--- src/rtl/core/osm_pkg.sv ---
// ---------------------------------------------------------------------------
// osm_pkg: shared types and constants of the order-statistic multiset
// Command codes, the transaction payloads and the sequencer states.
// ---------------------------------------------------------------------------
package osm_pkg;

   typedef enum logic [3:0] {
      CMD_INSERT        = 4'd0,
      CMD_INSERT_UNIQUE = 4'd1,
      CMD_ERASE_ONE     = 4'd2,
      CMD_ERASE_ALL     = 4'd3,
      CMD_COUNT         = 4'd4,
      CMD_KTH           = 4'd5,
      CMD_RANK_LT       = 4'd6,
      CMD_RANK_LE       = 4'd7,
      CMD_SUM_LT        = 4'd8,
      CMD_SUM_LE        = 4'd9,
      CMD_RANGE_SUM     = 4'd10,
      CMD_CLEAR         = 4'd11
   } cmd_type;

   typedef enum logic [2:0] {
      ST_IDLE,
      ST_SCAN,
      ST_DECIDE,
      ST_SHIFT,
      ST_DRAIN,
      ST_PUT,
      ST_DONE
   } state_type;

   localparam logic [31:0] COUNT_MAX = 32'hFFFF_FFFF;
   localparam logic signed [31:0] KEY_NONE = -32'sd1;

   typedef struct packed {
      logic [3:0]         command;
      logic signed [31:0] key;
      logic signed [31:0] upper_key;
      logic [30:0]        rank;
   } req_type;

   typedef struct packed {
      logic signed [31:0] result_key;
      logic               found;
      logic [31:0]        result_count;
      logic signed [63:0] result_sum;
      logic [31:0]        total_size;
      logic               is_empty;
      logic               status;
   } rsp_type;

   // Results of one pass over the table, apart from the table position.
   typedef struct packed {
      logic               present;
      logic [31:0]        pos_count;
      logic signed [63:0] sum_acc;
      logic               kth_found;
      logic signed [31:0] kth_key;
   } scan_res_type;

endpackage

--- src/rtl/core/osm_scan.sv ---
// ---------------------------------------------------------------------------
// osm_scan: table walk datapath
// Compares each entry with the operand, multiplies key by count and keeps
// the position, count and saturating sum accumulators, one entry a cycle.
// ---------------------------------------------------------------------------
module osm_scan #(
   parameter int CAPACITY = 1024
) (
   input  logic                          clock,
   input  logic                          reset,
   input  logic                          start,
   input  logic                          issue,
   input  logic [$clog2(CAPACITY+1)-1:0] issue_index,
   input  logic [$clog2(CAPACITY+1)-1:0] used,
   input  logic [3:0]                    command,
   input  logic signed [31:0]            key,
   input  logic signed [31:0]            upper_key,
   input  logic [30:0]                   rank,
   input  logic signed [31:0]            entry_key,
   input  logic [31:0]                   entry_count,
   output logic                          busy,
   output logic [$clog2(CAPACITY+1)-1:0] pos,
   output logic [32+$clog2(CAPACITY+1)-1:0] count_acc,
   output osm_pkg::scan_res_type         res
);
   import osm_pkg::*;

   localparam int CW = $clog2(CAPACITY + 1);
   localparam int TW = 32 + CW;

   logic                 rv_ff, pv_ff;
   logic [CW-1:0]        idx_ff;
   logic                 pos_found_ff;
   logic [CW-1:0]        pos_ff;
   logic                 present_ff;
   logic [31:0]          pcnt_ff;
   logic signed [63:0]   prod_ff;
   logic                 sum_sel_ff, cnt_sel_ff;
   logic [31:0]          cnt2_ff;
   logic signed [31:0]   key2_ff;
   logic [TW-1:0]        cnt_acc_ff;
   logic signed [63:0]   sum_acc_ff;
   logic                 kfound_ff;
   logic signed [31:0]   kkey_ff;

   logic                 lt, le, eq, in_range;
   logic                 sum_sel, cnt_sel;
   logic signed [65:0]   product;
   logic [TW-1:0]        cnt_acc_in;
   logic signed [64:0]   sum_wide;
   logic signed [63:0]   sum_acc_in;

   assign lt       = entry_key < key;
   assign eq       = entry_key == key;
   assign le       = lt | eq;
   assign in_range = (entry_key >= key) && (entry_key <= upper_key);
   assign product  = entry_key * $signed({1'b0, entry_count});

   always_comb begin
      sum_sel = 1'b0;
      cnt_sel = 1'b0;
      case (command)
         CMD_KTH:       cnt_sel = 1'b1;
         CMD_RANK_LT:   cnt_sel = lt;
         CMD_RANK_LE:   cnt_sel = le;
         CMD_SUM_LT:    sum_sel = lt;
         CMD_SUM_LE:    sum_sel = le;
         CMD_RANGE_SUM: sum_sel = in_range;
         default:       ;
      endcase
   end

   // Second stage: accumulate and saturate the key sum at the 64-bit ends.
   assign cnt_acc_in = cnt_acc_ff + (cnt_sel_ff ? {{CW{1'b0}}, cnt2_ff} : '0);
   assign sum_wide   = {sum_acc_ff[63], sum_acc_ff}
                     + (sum_sel_ff ? {prod_ff[63], prod_ff} : 65'sd0);
   always_comb begin
      if (sum_wide[64] != sum_wide[63]) begin
         sum_acc_in = sum_wide[64] ? {1'b1, 63'd0} : {1'b0, {63{1'b1}}};
      end else begin
         sum_acc_in = sum_wide[63:0];
      end
   end

   always_ff @(posedge clock) begin
      if (reset) begin
         rv_ff <= 1'b0;
         pv_ff <= 1'b0;
      end else if (start) begin
         rv_ff <= 1'b0;
         pv_ff <= 1'b0;
      end else begin
         rv_ff <= issue;
         pv_ff <= rv_ff;
      end
   end

   always_ff @(posedge clock) begin
      idx_ff     <= issue_index;
      prod_ff    <= product[63:0];
      sum_sel_ff <= sum_sel;
      cnt_sel_ff <= cnt_sel;
      cnt2_ff    <= entry_count;
      key2_ff    <= entry_key;
      if (start) begin
         pos_found_ff <= 1'b0;
         pos_ff       <= used;
         present_ff   <= 1'b0;
         pcnt_ff      <= '0;
         cnt_acc_ff   <= '0;
         sum_acc_ff   <= '0;
         kfound_ff    <= 1'b0;
         kkey_ff      <= KEY_NONE;
      end else begin
         if (rv_ff && !pos_found_ff && !lt) begin
            pos_found_ff <= 1'b1;
            pos_ff       <= idx_ff;
            present_ff   <= eq;
            pcnt_ff      <= entry_count;
         end
         if (pv_ff) begin
            cnt_acc_ff <= cnt_acc_in;
            sum_acc_ff <= sum_acc_in;
            if (!kfound_ff && ({{(TW-31){1'b0}}, rank} < cnt_acc_in)) begin
               kfound_ff <= 1'b1;
               kkey_ff   <= key2_ff;
            end
         end
      end
   end

   assign busy          = rv_ff | pv_ff;
   assign pos           = pos_ff;
   assign count_acc     = cnt_acc_ff;
   assign res.present   = present_ff;
   assign res.pos_count = pcnt_ff;
   assign res.sum_acc   = sum_acc_ff;
   assign res.kth_found = kfound_ff;
   assign res.kth_key   = kkey_ff;

endmodule

--- config.mk ---
export PLATFORM = sky130hd
export DESIGN_NAME = osm_scan
export DESIGN_NICKNAME = d
export VERILOG_FILES = /design/src/rtl/core/osm_pkg.sv /design/src/rtl/core/osm_scan.sv
export SDC_FILE = /design/constraint.sdc
export NUM_CORES = 2
export LEC_CHECK = 0
export ABC_CLOCK_PERIOD_IN_PS = 13000
export BUFFER_PORTS_ARGS = -buffer_cell sky130_fd_sc_hd__buf_2
export CORE_MARGIN = 4
export CORE_UTILIZATION = 55
export DETAILED_ROUTE_END_ITERATION = 8
export HOLD_SLACK_MARGIN = 0.02
export PLACE_DENSITY = 0.73
export SLEW_MARGIN = 20
export SYNTH_ARGS = -nofsm -noshare
export SYNTH_HDL_FRONTEND = slang
export SYNTH_SLANG_ARGS = --single-unit
--- constraint.sdc ---
create_clock -name clock -period 13 [get_ports clock]
set_input_delay 0 -clock clock [delete_from_list [all_inputs] [get_ports clock]]
set_output_delay 0 -clock clock [all_outputs]
set_load 0.02 [all_outputs]
* Yosys cells after proc, flatten, opt, wreduce, memory -nomap -nowiden
Cells that the tools add are included.
Storage, ports and cells: register bits after elaboration 328, input port bits 189, output and inout bits 185, word-level logic and storage cells 51
Operators by class: add/subtract/negate cells 2, multipliers 1, order comparisons 4, eq/ne operators 8, muxes and demuxes 8, bitwise operators 2, reductions and logical operators 10
Operator list (count):
- two-way mux 64 bit | 2
- adder 65 bit | 1
- two-way mux 65 bit | 1
- multiplier 32 x 33 -> 64 bit | 1
- adder 43 x 32 -> 43 bit | 1
- less-than comparator 31 x 43 -> 1 bit | 1
- == test 32 bit | 1
- >= comparator 32 bit | 1
- less-or-equal comparator 32 bit | 1
- less-than comparator 32 bit | 1
- two-way mux 32 bit | 1
- two-way mux 11 bit | 2
- == test 4 x 3 -> 1 bit (second input constant) | 3
- == test 4 bit (second input constant) | 3
- one-hot mux 1 bit (3 select lines) | 2
- logical AND 1 bit | 4
- zero test 1 bit | 3
- bitwise OR 1 bit | 2
- AND reduction 2 bit | 1
- nonzero test 2 bit | 1
- OR reduction 2 bit | 1
- inequality test 1 bit | 1

* Longest topological paths before layout
depth after elaboration 5, gate-level depth with buffers 31, depth with buffers taken out 29

* Least setup slack after synthesis
No wires, ideal clock.
path kind input -> register, start point in entry_count[15], end point reg prod_ff[52], setup time 0.072 ns, arrival 6.993 ns, data required time 12.928 ns, slack 5.935 ns, cell stages on the path 24, path buffers 1, cells stage by stage clkbuf_1 > and2_1 > fa_1 > fa_1 > inv_1 > fa_1 > fa_1 > inv_1 > fa_1 > fa_1 > fa_1 > fa_1 > ha_1 > a21o_1 > a21o_1 > a21o_1 > a221o_1 > a2111o_1 > o21ai_2 > o221ai_1 > a31o_2 > a21o_1 > a21oi_1 > xnor2_1
Between the ends: longest elaborated chain between the ends 1
RTL lines:
- start: declaration | RTL line osm_scan.sv:20 | input logic [31:0] entry_count,
- multiplier 32 x 33 -> 64 bit | RTL line osm_scan.sv:57 | assign product = entry_key * $signed({1'b0, entry_count});
- net product[52] | RTL line osm_scan.sv:48 | logic signed [65:0] product;
- end signal: assignment | RTL line osm_scan.sv:100 | prod_ff <= product[63:0];
- end: declaration | RTL line osm_scan.sv:37 | logic signed [63:0] prod_ff;
The timed path passes the listed nets, and every way through them passes these cells. A chain may end at the register's enable or synchronous reset.

* Worst setup path in the final report
start point in entry_count[11], end point reg prod_ff[61]
Same word-level chain as after synthesis.

==> flow_metrics.env <==
export IMPL_status="completed"
export IMPL_tritoncts="done"
export IMPL_nets=7589
export IMPL_synth_distinct_cells=78
export IMPL_clockBufferDepth=3
export IMPL_synth_area_leader_cell="fa_1"
export IMPL_drt_total_wl_um=147400
export IMPL_r2r_start="cnt_sel_ff"
export IMPL_synthToLayoutAreaGrowth_pct=8.636
export IMPL_grt_pass1_wl_um=238100
export IMPL_netlist_instances=5822
export IMPL_cp_required_ns=13.51
export IMPL_seq_area_frac_synth_pct=12.63
export IMPL_yosysWarnings=0
export IMPL_synth_fp_nets=7391
export IMPL_coreArea_um2=95150
export IMPL_die_area_um2=101100
export IMPL_worst_ep_arrival_time_ns=8.63
export IMPL_hold_path_cell_count=2
export IMPL_clkLatencyLatePin_ns=0.58
export IMPL_report_final_hold_viol_count=0
export IMPL_setup_violations=0
export IMPL_cts_max_level=2
export IMPL_io_pins=374
export IMPL_period_minus_slack_ns=8.128
export IMPL_rsz0062_at_grt="no"
export IMPL_ctsResizeCount=0
export IMPL_drive_gt1_share_pct=10.23
export IMPL_drt_pass1_iter_count=6
export IMPL_slew_limit_headroom_pct=22.65
export IMPL_end_kind="register"
export IMPL_synth_top_cell_area_share_pct=34.06
export IMPL_grt_max_degree=144
export IMPL_gr_total_overflow=0
export IMPL_cts_buffers=39
export IMPL_grt_pass1_vias=44456
export IMPL_synthTopCellsByCount="inv_1 (1,010), fa_1 (899), and2_1 (716)"
export IMPL_drc=0
export IMPL_synth_seq_cells=328
export IMPL_hp_start="issue_index[5]"
export IMPL_cts_sinks=328
export IMPL_antennaDiodeCount=0
export IMPL_yosys_top_cells_area="fa_1 (34%), dfxtp_1 (12%), ha_1 (11%)"
export IMPL_place_hpwl_um=114200
export IMPL_synth_enable_flop_cells=11
export IMPL_rows=113
export IMPL_clkTransAtPathRegs_ns=0.06
export IMPL_worstPathMaxFanout=34
export IMPL_drv_slew=0
export IMPL_maxCapViolations=0
export IMPL_startpoint_type="input port"
export IMPL_timing_rr_end="kkey_ff[30]"
export IMPL_antenna_left=0
export IMPL_antenna_found_initial=4
export IMPL_wl_per_cell_um=20.15
export IMPL_tightest_slew_ns=1.131
export IMPL_route_vias_total=41447
export IMPL_viasPerCell=5.667
export IMPL_root_buffer="clkbuf_16"
export IMPL_r2r_setup_slack_ns=5.96
export IMPL_async_reset_ff_share_pct=0
export IMPL_holdPathEnd="idx_ff[5]"
export IMPL_fin_skew_ns=0.02467
export IMPL_post_synth_top_count_cell="inv_1"
export IMPL_die_w_um=318.0
export IMPL_grt_use_total_pct=29.27
export IMPL_initialDrtViolationCount=2782
export IMPL_tns_ns=0
export IMPL_reg2reg_depth=22
export IMPL_netlist_area_um2=52840
export IMPL_critical_path_class="input port to register"
export IMPL_port_buffers=373
export IMPL_min_path_type="input port to register"
export IMPL_place_gp_congestion=0.9293
export IMPL_start_util_pct=55.53
export IMPL_ys_flop_type="dfxtp_1"
export IMPL_die_y_um=318.0
export IMPL_fmax_ghz=0.1230
export IMPL_timing_final_crit_share_pct=62.53
export IMPL_post_synth_cell_area_avg_um2=9.076
cells in the final DEF (no fill, tap or decap), types with 26 or more instances in the layout:
cell           Yosys  final
a211oi_1          28     28
a211oi_2          58     58
a21o_1           123    123
a21oi_1          219    219
and2_1           716    716
buf_2             14    372
clkbuf_16          0     40
dfxtp_1          317    316
dlygate4sd3_1      0     93
fa_1             899    899
ha_1             481    481
inv_1           1010   1010
maj3_2            56     56
mux2i_1           55     55
nand2_1          509    509
nand2b_1          31     31
nand3_1           45     45
nand4_1           61     61
nor2_1           210    210
nor2b_1           56     56
nor3_1            26     26
o21ai_0          125    125
o21ai_1           29     29
o21bai_1          29     29
xnor2_1          101    101
xor2_1            66     65
routing by layer:
layer | wire, um | global-route usage, % | part of all wire, % | vias to the layer above
li1 | - | - | - | 18615
met1 | 55680 | 34.88 | 38 | 20908
met2 | 75120 | 52.05 | 51 | 1489
met3 | 8245 | 3.612 | 5.6 | 435
met4 | 8306 | 14.94 | 5.6 | 0
met5 | 0 | 0 | 0 | -
flip-flops by register name, summed over array words and instances (netlist names), 11 cells and up:
name,cells
prod_ff,64
sum_acc_ff,64
count_acc,43
cnt2_ff,32
key2_ff,32
kkey_ff,32
pcnt_ff,32
idx_ff,11
pos,11
stage by stage:
step / utilization [%] / hold WS, ns / instance area (um^2) / setup slack (ns) / instances
after floorplan: - / 0.02772 / 52840 / 5.935 / 5822
after global placement: 57.95 / 0.1034 / 55150 / 5.012 / 7151
after detailed placement: 57.95 / 0.1043 / 55150 / 4.926 / 7151
after CTS: 60.33 / 0.02811 / 57410 / 4.977 / 7314
after global routing: 60.33 / 0.05934 / 57410 / 4.522 / 7314
final: 60.33 / 0.07421 / 57410 / 4.872 / 7314
kinds of logic (layout without fill, tap and decap cells):
group	count (synthesis)	after routing	synth area share [%]
buf+inv	1332	1559	9.609
simple gates	1727	1727	16.97
flops	328	328	12.63
mux	75	75	1.468
xor+xnor	167	167	2.768
compound gates	755	755	9.871
fa+ha+maj	1438	1438	46.68
timing repair:
action | 4_1_cts | 5_1_grt
setup endpoints to repair | 0 | 0
setup buffers | 0 | 0
hold buffers | 93 | 0
endpoints found under the hold margin | 154 | 0
worst max-delay path by stage:
stage | startpoint | to | cells after the start
CTS | entry_count[16] | prod_ff[61] | 26
global placement | entry_count[16] | prod_ff[61] | 25
global route | entry_count[10] | prod_ff[61] | 26
detailed placement | entry_count[16] | prod_ff[61] | 25
floorplan | entry_count[15] | prod_ff[52] | 24
finish | entry_count[11] | prod_ff[61] | 26
worst max-delay path, stage by stage:
cell and delay [ns]:
dlygate4sd3_1 0.55, buf_2 0.61, and2_1 0.24, fa_1 0.44
fa_1 0.50, fa_1 0.51, inv_1 0.05, fa_1 0.48
inv_1 0.06, fa_1 0.50, inv_1 0.05, fa_1 0.52
inv_1 0.05, fa_1 0.49, fa_1 0.45, ha_1 0.39
a21o_1 0.21, nor4_1 0.37, a211oi_1 0.25, o2111ai_1 0.41
a41oi_1 0.24, a2bb2oi_1 0.19, a31o_2 0.29, and3_1 0.17
o41ai_1 0.40, xnor2_1 0.16
layout make-up:
class,instances,area [um^2]
well taps,1265,1583
clock buffers,49,1095
inverters,1010,3791
clock inverters,21,234.0
fillers,8201,37750
repair buffers,479,2914
multi-input cells,4162,41110
flip-flops and latches,328,6680
Power is left out: the tool's default activity adds up to more than one toggle a clock period on the data nets, which glitch-free logic cannot reach.
